## config.mk

```make
export PLATFORM = sky130hd
export DESIGN_NAME = cassette_pulse_width_byte_decoder_core
export DESIGN_NICKNAME = d
export VERILOG_FILES = /design/src/cpwbd_pkg.sv /design/src/cpwbd_bit_slicer.sv /design/src/cpwbd_byte_framer.sv /design/src/cassette_pulse_width_byte_decoder_core.sv
export VERILOG_INCLUDE_DIRS = /design/src /design/src/src
export SDC_FILE = /design/constraint.sdc
export NUM_CORES = 1
export LEC_CHECK = 0
export ABC_AREA = 1
export ABC_CLOCK_PERIOD_IN_PS = 3500
export BUFFER_PORTS_ARGS = -buffer_cell sky130_fd_sc_hd__buf_4
export CORE_MARGIN = 2
export CORE_UTILIZATION = 40
export CTS_CLUSTER_DIAMETER = 100
export DETAILED_ROUTE_END_ITERATION = 8
export PLACE_DENSITY_LB_ADDON = 0.2
export SLEW_MARGIN = 10
export SYNTH_ARGS = -nofsm -noshare
export SYNTH_HDL_FRONTEND = slang
export SYNTH_HIERARCHICAL = 1
export SYNTH_SLANG_ARGS = --single-unit
```

## constraint.sdc

```tcl
create_clock -name clk -period 3.5 [get_ports clk]
set_clock_uncertainty 0.2 [all_clocks]
set_input_delay 0.35 -clock clk [delete_from_list [all_inputs] [get_ports clk]]
set_output_delay 0.35 -clock clk [all_outputs]
set_load 0.05 [all_outputs]
```

## src/cassette_pulse_width_byte_decoder_core_assert.svh

```systemverilog
// ----------------------------------------------------------------------------
// assertion macros for the cassette pulse width byte decoder
// ----------------------------------------------------------------------------
`ifndef CASSETTE_PULSE_WIDTH_BYTE_DECODER_CORE_ASSERT_SVH
`define CASSETTE_PULSE_WIDTH_BYTE_DECODER_CORE_ASSERT_SVH

// same-cycle implication, checked out of reset
`define CPWBD_ASSERT_IMP(lbl, clk_s, rstn_s, ante, cons) \
    lbl: assert property (@(posedge clk_s) disable iff (!rstn_s) (ante) |-> (cons)) \
        else $error("cpwbd same-cycle check failed");

// next-cycle implication, checked out of reset
`define CPWBD_ASSERT_NXT(lbl, clk_s, rstn_s, ante, cons) \
    lbl: assert property (@(posedge clk_s) disable iff (!rstn_s) (ante) |=> (cons)) \
        else $error("cpwbd next-cycle check failed");

`endif

```

## src/cpwbd_pkg.sv

```systemverilog
// ----------------------------------------------------------------------------
// cpwbd_pkg
// shared types and constants of the cassette pulse width byte decoder
// ----------------------------------------------------------------------------
`timescale 1ns / 1ps

package cpwbd_pkg;

    localparam logic [7:0] SYNC_MARK  = 8'hA5;
    localparam logic [7:0] QUOTE_CHAR = 8'h22;

    localparam int NAME_CNT_W = 5;
    localparam int RUN_W      = 8;

    typedef enum logic [1:0] {
        CFG_LEVEL_THRESHOLD = 2'd0,
        CFG_SPEED_SELECT    = 2'd1,
        CFG_SKIP_NAME       = 2'd2
    } cfg_index_t;

    typedef enum logic [1:0] {
        STATUS_OK           = 2'd0,
        STATUS_NO_NAME_SYNC = 2'd1,
        STATUS_BAD_NAME     = 2'd2,
        STATUS_NO_PROG_SYNC = 2'd3
    } status_t;

    typedef struct packed {
        logic valid;
        logic value;
    } bit_t;

    typedef struct packed {
        logic       produce;
        logic       byte_valid;
        logic [7:0] data_byte;
        logic       in_program;
        logic       done;
        status_t    status;
    } result_t;

    // minimum low run for a one bit, per tape speed
    function automatic logic [4:0] one_width(input logic [2:0] speed);
        logic [4:0] w;
        case (speed)
            3'd0:    w = 5'd17;
            3'd1:    w = 5'd15;
            3'd2:    w = 5'd13;
            3'd3:    w = 5'd12;
            3'd4:    w = 5'd10;
            default: w = 5'd8;
        endcase
        return w;
    endfunction

endpackage

```

## src/cpwbd_bit_slicer.sv

```systemverilog
// ----------------------------------------------------------------------------
// cpwbd_bit_slicer
// measures low runs of tape samples and turns each finished run into a bit
// ----------------------------------------------------------------------------
`timescale 1ns / 1ps

module cpwbd_bit_slicer
    import cpwbd_pkg::*;
(
    input  logic             clk,
    input  logic             rst_n,
    input  logic             advance,
    input  logic [7:0]       sample,
    input  logic             last_sample,
    input  logic [7:0]       level_threshold,
    input  logic [2:0]       speed_select,
    output bit_t             bit_out
);

    logic             in_low_reg;
    logic             in_low_next;
    logic [RUN_W-1:0] run_reg;
    logic [RUN_W-1:0] run_next;
    logic             is_low;

    assign is_low = (sample <= level_threshold);

    always_comb
    begin
        bit_out.valid = !is_low && in_low_reg;
        bit_out.value = (run_reg >= {3'd0, one_width(speed_select)});
    end

    always_comb
    begin
        in_low_next = in_low_reg;
        run_next    = run_reg;
        if (last_sample)
        begin
            in_low_next = 1'b0;
            run_next    = '0;
        end
        else if (is_low)
        begin
            in_low_next = 1'b1;
            if (!in_low_reg)
                run_next = RUN_W'(1);
            else if (run_reg != '1)
                run_next = run_reg + RUN_W'(1);
        end
        else
        begin
            in_low_next = 1'b0;
            run_next    = '0;
        end
    end

    always_ff @(posedge clk or negedge rst_n)
    begin
        if (!rst_n)
        begin
            in_low_reg <= 1'b0;
            run_reg    <= '0;
        end
        else if (advance)
        begin
            in_low_reg <= in_low_next;
            run_reg    <= run_next;
        end
    end

endmodule

```

## src/cpwbd_byte_framer.sv

```systemverilog
// ----------------------------------------------------------------------------
// cpwbd_byte_framer
// sync hunt, byte assembly and name/program sequencing
// ----------------------------------------------------------------------------
`timescale 1ns / 1ps

module cpwbd_byte_framer
    import cpwbd_pkg::*;
#(
    parameter int NAME_MAX_BYTES = 30
)
(
    input  logic    clk,
    input  logic    rst_n,
    input  logic    advance,
    input  logic    last_sample,
    input  logic    skip_name,
    input  bit_t    bit_in,
    output result_t result
);

    typedef enum logic [2:0] {
        ST_HUNT_FIRST,
        ST_NAME,
        ST_HUNT_PROG,
        ST_PROG,
        ST_FAILED
    } stage_t;

    localparam logic [NAME_CNT_W-1:0] NameMax = NAME_CNT_W'(NAME_MAX_BYTES);

    stage_t                stage_reg;
    stage_t                stage_next;
    logic [7:0]            window_reg;
    logic [7:0]            window_next;
    logic [3:0]            count_reg;
    logic [3:0]            count_next;
    logic [NAME_CNT_W-1:0] name_cnt_reg;
    logic [NAME_CNT_W-1:0] name_cnt_next;
    logic [7:0]            shifted;
    logic                  got;
    status_t               status_c;

    assign shifted = {window_reg[6:0], bit_in.value};

    always_comb
    begin
        stage_next    = stage_reg;
        window_next   = window_reg;
        count_next    = count_reg;
        name_cnt_next = name_cnt_reg;
        got           = 1'b0;
        if (bit_in.valid)
        begin
            window_next = shifted;
            case (stage_reg)
                ST_HUNT_FIRST, ST_HUNT_PROG:
                begin
                    if (shifted == SYNC_MARK)
                    begin
                        stage_next  = (stage_reg == ST_HUNT_FIRST && !skip_name)
                                      ? ST_NAME : ST_PROG;
                        window_next = '0;
                        count_next  = '0;
                    end
                end
                ST_NAME, ST_PROG:
                begin
                    if (count_reg == 4'd7)
                    begin
                        got         = 1'b1;
                        window_next = '0;
                        count_next  = '0;
                        if (stage_reg == ST_NAME)
                        begin
                            name_cnt_next = name_cnt_reg + NAME_CNT_W'(1);
                            if (name_cnt_next >= NameMax)
                                stage_next = ST_FAILED;
                            else if (name_cnt_next >= NAME_CNT_W'(2)
                                     && shifted == QUOTE_CHAR)
                                stage_next = ST_HUNT_PROG;
                        end
                    end
                    else
                    begin
                        count_next = count_reg + 4'd1;
                    end
                end
                default:
                begin
                    window_next = shifted;
                end
            endcase
        end
    end

    always_comb
    begin
        case (stage_next)
            ST_HUNT_FIRST: status_c = skip_name ? STATUS_NO_PROG_SYNC : STATUS_NO_NAME_SYNC;
            ST_NAME:       status_c = STATUS_BAD_NAME;
            ST_FAILED:     status_c = STATUS_BAD_NAME;
            ST_HUNT_PROG:  status_c = STATUS_NO_PROG_SYNC;
            default:       status_c = STATUS_OK;
        endcase
    end

    always_comb
    begin
        result.produce    = got || last_sample;
        result.byte_valid = got;
        result.data_byte  = got ? shifted : 8'd0;
        result.in_program = got && (stage_reg == ST_PROG);
        result.done       = last_sample;
        result.status     = last_sample ? status_c : STATUS_OK;
    end

    always_ff @(posedge clk or negedge rst_n)
    begin
        if (!rst_n)
        begin
            stage_reg    <= ST_HUNT_FIRST;
            window_reg   <= '0;
            count_reg    <= '0;
            name_cnt_reg <= '0;
        end
        else if (advance)
        begin
            if (last_sample)
            begin
                stage_reg    <= ST_HUNT_FIRST;
                window_reg   <= '0;
                count_reg    <= '0;
                name_cnt_reg <= '0;
            end
            else
            begin
                stage_reg    <= stage_next;
                window_reg   <= window_next;
                count_reg    <= count_next;
                name_cnt_reg <= name_cnt_next;
            end
        end
    end

endmodule

```

## src/cassette_pulse_width_byte_decoder_core.sv

```systemverilog
// ----------------------------------------------------------------------------
// cassette_pulse_width_byte_decoder_core
// pulse width tape decoder: samples in, sync-framed name/program bytes out
// ----------------------------------------------------------------------------
//  channel   signals                                    direction
//  in        in_valid, in_stall, sample, last_sample    request in
//  out       out_valid, out_stall, byte_valid,          request out
//            data_byte, in_program, done_res, status
//  cfg       cfg_we, cfg_index, cfg_data                write only
//
//  one sample per cycle sustained unless in_stall is raised; input register,
//  then decode logic into the result register
//  reset clears all decode state, thresholds return to defaults
//  in_stall rises only while a held result is stalled and the queued
//  sample produces a result of its own
// ----------------------------------------------------------------------------
`timescale 1ns / 1ps

`include "cassette_pulse_width_byte_decoder_core_assert.svh"

module cassette_pulse_width_byte_decoder_core
    import cpwbd_pkg::*;
#(
    parameter int NAME_MAX_BYTES = 30
)
(
    input  logic       clk,
    input  logic       rst_n,
    input  logic       in_valid,
    output logic       in_stall,
    input  logic [7:0] sample,
    input  logic       last_sample,
    output logic       out_valid,
    input  logic       out_stall,
    output logic       byte_valid,
    output logic [7:0] data_byte,
    output logic       in_program,
    output logic       done_res,
    output logic [1:0] status,
    input  logic       cfg_we,
    input  logic [1:0] cfg_index,
    input  logic [7:0] cfg_data
);

    logic [7:0] level_threshold_reg;
    logic [2:0] speed_select_reg;
    logic       skip_name_reg;

    logic       in_vld_reg;
    logic [7:0] sample_reg;
    logic       last_reg;
    logic       advance;
    logic       in_accept;

    logic       out_vld_reg;
    result_t    res_reg;
    result_t    res_c;
    bit_t       bit_c;

    always_ff @(posedge clk or negedge rst_n)
    begin
        if (!rst_n)
        begin
            level_threshold_reg <= 8'd128;
            speed_select_reg    <= 3'd0;
            skip_name_reg       <= 1'b0;
        end
        else if (cfg_we)
        begin
            case (cfg_index)
                CFG_LEVEL_THRESHOLD: level_threshold_reg <= cfg_data;
                CFG_SPEED_SELECT:    speed_select_reg    <= cfg_data[2:0];
                CFG_SKIP_NAME:       skip_name_reg       <= cfg_data[0];
                default:             level_threshold_reg <= level_threshold_reg;
            endcase
        end
    end

    assign advance   = in_vld_reg && (!out_vld_reg || !out_stall || !res_c.produce);
    assign in_stall  = in_vld_reg && !advance;
    assign in_accept = in_valid && !in_stall;

    always_ff @(posedge clk or negedge rst_n)
    begin
        if (!rst_n)
            in_vld_reg <= 1'b0;
        else if (in_accept)
            in_vld_reg <= 1'b1;
        else if (advance)
            in_vld_reg <= 1'b0;
    end

    always_ff @(posedge clk)
    begin
        if (in_accept)
        begin
            sample_reg <= sample;
            last_reg   <= last_sample;
        end
    end

    cpwbd_bit_slicer u_slicer (
        .clk             (clk),
        .rst_n           (rst_n),
        .advance         (advance),
        .sample          (sample_reg),
        .last_sample     (last_reg),
        .level_threshold (level_threshold_reg),
        .speed_select    (speed_select_reg),
        .bit_out         (bit_c)
    );

    cpwbd_byte_framer #(
        .NAME_MAX_BYTES (NAME_MAX_BYTES)
    ) u_framer (
        .clk         (clk),
        .rst_n       (rst_n),
        .advance     (advance),
        .last_sample (last_reg),
        .skip_name   (skip_name_reg),
        .bit_in      (bit_c),
        .result      (res_c)
    );

    always_ff @(posedge clk or negedge rst_n)
    begin
        if (!rst_n)
            out_vld_reg <= 1'b0;
        else if (advance && res_c.produce)
            out_vld_reg <= 1'b1;
        else if (!out_stall)
            out_vld_reg <= 1'b0;
    end

    always_ff @(posedge clk)
    begin
        if (advance && res_c.produce)
            res_reg <= res_c;
    end

    assign out_valid  = out_vld_reg;
    assign byte_valid = res_reg.byte_valid;
    assign data_byte  = res_reg.data_byte;
    assign in_program = res_reg.in_program;
    assign done_res   = res_reg.done;
    assign status     = res_reg.status;

    `CPWBD_ASSERT_IMP(a_result_not_empty, clk, rst_n, out_valid, byte_valid || done_res)
    `CPWBD_ASSERT_IMP(a_status_only_at_end, clk, rst_n, out_valid && !done_res,
                      status == STATUS_OK)
    `CPWBD_ASSERT_IMP(a_no_byte_clean, clk, rst_n, out_valid && !byte_valid,
                      data_byte == 8'd0 && !in_program)
    `CPWBD_ASSERT_IMP(a_stall_from_backpressure, clk, rst_n, in_stall,
                      out_valid && out_stall)

endmodule

```

=== Word-level counts from Yosys, hierarchy flattened ===
Index checks and enable logic that the tools add are counted.

* Register bits after elaboration: 64
* Input bits: 24

* Muxes and demuxes: 40
* Order comparisons: 4
* Equality and inequality tests: 19
* Reductions and logical operators: 38
* Add/sub/neg operators: 3

{| class="wikitable"
|+ Operators with widths
! kind !! number
|-
| $mux W8 || 4
|-
| $mux W7 || 4
|-
| $mux W5 || 5
|-
| $pmux W5 S5 || 1
|-
| $mux W3 || 7
|-
| $mux W4 || 4
|-
| $eq A3 B2 Y1 const B || 5
|-
| $pmux W7 S2 || 1
|-
| $reduce_and A2 Y1 || 5
|-
| $reduce_bool A2 Y1 || 5
|-
| $eq A3 B1 Y1 const B || 3
|-
| $logic_not A3 Y1 || 3
|-
| $mux W1 || 9
|-
| $add A8 B1 Y8 const B || 1
|-
| $eq A8 B6 Y1 const B || 1
|-
| $eq A8 B8 Y1 const B || 1
|-
| $ge A8 B5 Y1 || 1
|-
| $le A8 B8 Y1 || 1
|-
| $logic_and A1 B1 Y1 || 8
|-
| $ne A8 B8 Y1 const B || 1
|-
| $pmux W4 S2 || 1
|-
| $logic_not A1 Y1 || 7
|-
| $eq A3 B3 Y1 const B || 2
|-
| $pmux W2 S3 || 1
|-
| other kinds (18) || 23
|}

=== Depth between registers and ports, before layout ===
* Depth in word-level cells: 14
* Depth in mapped cells: 24
* Gate-level depth less buffers: 24

=== Cells and area by module ===
Netlist, hierarchy kept.

{| class="wikitable"
|+ Modules (own cells, without submodules)
! module !! sequential area each (sq um) !! times used !! cells each !! area each (sq um)
|-
| cassette_pulse_width_byte_decoder_core || 1012.2 || 1 || 91 || 1267.5
|-
| cpwbd_byte_framer || 475.5 || 1 || 167 || 1234.9
|-
| cpwbd_bit_slicer || 225.2 || 1 || 146 || 953.4
|}

=== Worst setup path after synthesis ===
Ideal clock, no wire load.

* Kind: register to register
* From: register level_threshold_reg[7]
* To: register last_reg (enable)
* Buffers on the path: 0
* Data arrival time: 3.041 ns
* Path slack: -0.076 ns
* Required time: 2.965 ns
* Stages on the path, launching flop included: 16
* Library setup time: 0.335 ns
* Cell sequence: dfstp_2 -> inv_1 -> ha_1 -> nand2_1 -> nor2_1 -> nand2_1 -> nand2_1 -> nand2_2 -> nor2_1 -> inv_1 -> nor2_4 -> clkinv_1 -> nand2_1 -> nand3_1 -> nor2_1 -> nor2_1

{| class="wikitable"
|+ RTL lines
! what !! line !! RTL
|-
| start, declared || cassette_pulse_width_byte_decoder_core.sv:45 || <nowiki>logic [7:0] level_threshold_reg;</nowiki>
|-
| start signal, assigned || cassette_pulse_width_byte_decoder_core.sv:71 || <nowiki>CFG_LEVEL_THRESHOLD: level_threshold_reg <= cfg_data;</nowiki>
|-
| start signal, assigned || cassette_pulse_width_byte_decoder_core.sv:74 || <nowiki>default: level_threshold_reg <= level_threshold_reg;</nowiki>
|-
| end signal, assigned || cassette_pulse_width_byte_decoder_core.sv:98 || <nowiki>last_reg <= last_sample;</nowiki>
|-
| end, declared || cassette_pulse_width_byte_decoder_core.sv:51 || <nowiki>logic last_reg;</nowiki>
|}

==> flow_summary.ini <==
[run_status]
status = finished clean

[worst_hold_path]
min_path_type = primary input to register
hold_path_startpoint = in_valid
whs_path_depth = 3
whs_endpoint = in_vld_reg

[cts]
clkTransAtPathRegs_ns = 0.08
cts_tree = built
cts_buffer_depth = 2
clock_sink_count = 64
cts_root_buf = clkbuf_8
htree_num_levels = 3
clock_latency_ns = 0.34
cts_buffers = 9

[die]
die_h_um = 97.0
io_pins = 39
row_count = 33
start_util_pct = 41.6
dieArea_um2 = 9400
fp.dieW_um = 97.0
core_area_um2 = 8300

[timing]
finalSetupViolCount = 0
grt_setup_unrepaired = no
hold_violations = 0
whs_ns = 0.0282
fmax_ghz = 0.311
min_period_ns = 3.22
tightest_slew_ns = 0.826
slew_headroom_pct = 44.7
final.setup.tns_ns = 0
setup_ws_ns = 0.284
post-route-period-util_pct = 91.9
slew_violations = 0

[synth]
ys_ff_latch = 64
postSynthAreaPerCell_um2 = 8.55
syn_inst = 404
netlist_area_um2 = 3460
synth-edff-count = 22
synth-main-ff-cell = dfrtp_1
synth_nets = 445
yosys_warnings = 6
seq_area_frac_synth_pct = 49.6
async_reset_ff_share_pct = 65.6
synth_cell_types = 38

[power_and_ir_drop]
p_leak_nw = 1.97
p_total_mw = 1.88
vdd_ir_drop_max_mv = 0.272
powerDensity_nw_per_um2 = 448

[final_layout]
layoutNonFillerInstCount = 571
fin_nets = 502
regArea_um2 = 1710
fin_util_pct = 50.6
stdcell_area_um2 = 4200
fill_cells = 784
multi_input_area_um2 = 1460
syn2layout_area_growth_pct = 21.5
drive_above_1_share_pct = 20.2
insertedDiodeCount = 0

[global_route]
grt_pass1_wl_um = 11900
grt_max_degree = 43
antenna_found_initial = 0
track_usage_pct = 15.5
grt_pass1_vias = 2644
grt_overflow = 0

[placement]
dp_slack_ns = 0.262
placed_area_um2 = 3850
gp_congestion = 0.826
dp_hpwl_um = 5000
io_buffers = 38
dp.cells = 544

[setup_path]
r2r_slack_ns = 0.36
path_cells = inv_1 -> ha_1 -> nand2_1 -> nor2_1 -> nand2_1 -> nand2_1 -> nand2_2 -> nor2_4 -> inv_1 -> nor2_4 -> clkinv_1 -> nand2_1 -> nand3_1 -> nor2_2 -> buf_6
crit_top_cell = nand2_1
r2r-start = level_threshold_reg[7]
cp.arrival_ns = 2.67
reg2regPathDepth = 14
crit_type = register to output pin
slowest_delay_ns = 0.54
crit_fanout = 5
start_kind = register
r2r_end = sample_reg[0]
slowest_stage = dfstp_2
crit_required_ns = 2.95
end_kind = output pin

[drt]
viasPerCell = 4.93
wire_per_inst_um = 12.3
antenna_left = 0
drc = 0
drtPass1Iterations = 4
wl_um = 7020
drtIter0Drc = 84
num_vias = 2817

[job]
cap_viol_max_count = 0
## cell families after synthesis
family	count (synthesis)	share of synthesized area, %
xor+xnor	1	0.253
buf+inv	72	8.40
simple gates	203	27.1
fa+ha+maj	17	6.15
compound gates	47	8.55
flops	64	49.6
## what timing repair did
item                                   in CTS  in global routing
endpoints found under the hold margin      50                  0
setup endpoints to repair                   0                  5
resized for setup                           0                  3
setup buffers                               0                  1
hold buffers                               10                  0
## cell usage after synthesis (all sizes together) (5+ instances only)
cell type / n / area (µm²)
nor2: 39 / 176
dfrtp: 41 / 1030
nor3: 6 / 40.0
edfxtp: 22 / 661
buf: 5 / 38.8
ha: 17 / 213
nand4: 15 / 93.8
o22ai: 11 / 68.8
nand2: 110 / 440
a21oi: 15 / 86.3
inv: 65 / 244
o21ai: 14 / 73.8
nand3: 29 / 155
## worst max-delay path, delay by kind of cell (launching register included)
family	cells	cell delay (ns)
DFF	1	0.54
and+or+nand+nor	10	1.10
adders and majority gates	1	0.28
buffers and inverters	4	0.41
## routing by layer
metal	wire [µm]	vias to the layer above	global-route usage, %
li1	-	1446	-
met1	3210	1309	19.6
met2	3480	58	25.7
met3	293	4	4.84
met4	38	0	3.90
met5	0	-	0
## area by class of cell
class,count,share of cell area (%)
Sequential cell,64,40.8
Multi-Input combinational cell,268,34.8
Timing Repair Buffer,51,9.81
Inverter,67,5.99
Tap cell,105,3.13
Clock buffer,9,2.95
Clock inverter,7,2.47
## cell usage in the layout (no fill, tap or decap), types with 2 or more instances in the layout
| master | count |
|---|---|
| clkinv_1 | 2 |
| inv_1 | 54 |
| ha_1 | 17 |
| edfxtp_1 | 22 |
| clkbuf_8 | 9 |
| nor2_2 | 4 |
| nor4_1 | 2 |
| nand3_1 | 27 |
| a21oi_1 | 14 |
| nand4_1 | 15 |
| bufinv_16 | 2 |
| dlygate4sd3_1 | 10 |
| nand2_2 | 5 |
| o21ai_0 | 10 |
| nor2_4 | 4 |
| inv_2 | 11 |
| clkinvlp_4 | 2 |
| buf_4 | 40 |
| nand3_2 | 2 |
| dfrtp_1 | 41 |
| nand2_1 | 103 |
| nand2_4 | 2 |
| o21ai_1 | 3 |
| nor3_1 | 4 |
| nor2_1 | 31 |
| nor3_2 | 2 |
| o22ai_1 | 11 |
## worst max-delay path by stage
stage	to	startpoint	slack, ns	depth (start not counted)
after detailed placement	u_framer/count_reg[0]	level_threshold_reg[7]	0.26	20
after floorplan	last_reg	level_threshold_reg[7]	0.23	15
after CTS	in_stall	level_threshold_reg[7]	0.12	15
after global routing	in_stall	level_threshold_reg[7]	0.02	15
final	in_stall	level_threshold_reg[7]	0.28	15
after global placement	u_framer/count_reg[0]	level_threshold_reg[7]	0.31	20
## report_power, final
group          switching, mW  internal (mW)
sequential            0.0399          0.827
combinational          0.180          0.111
clock                  0.315          0.409
total                  0.535           1.35
No activity file was read; power rests on OpenSTA's default activity.
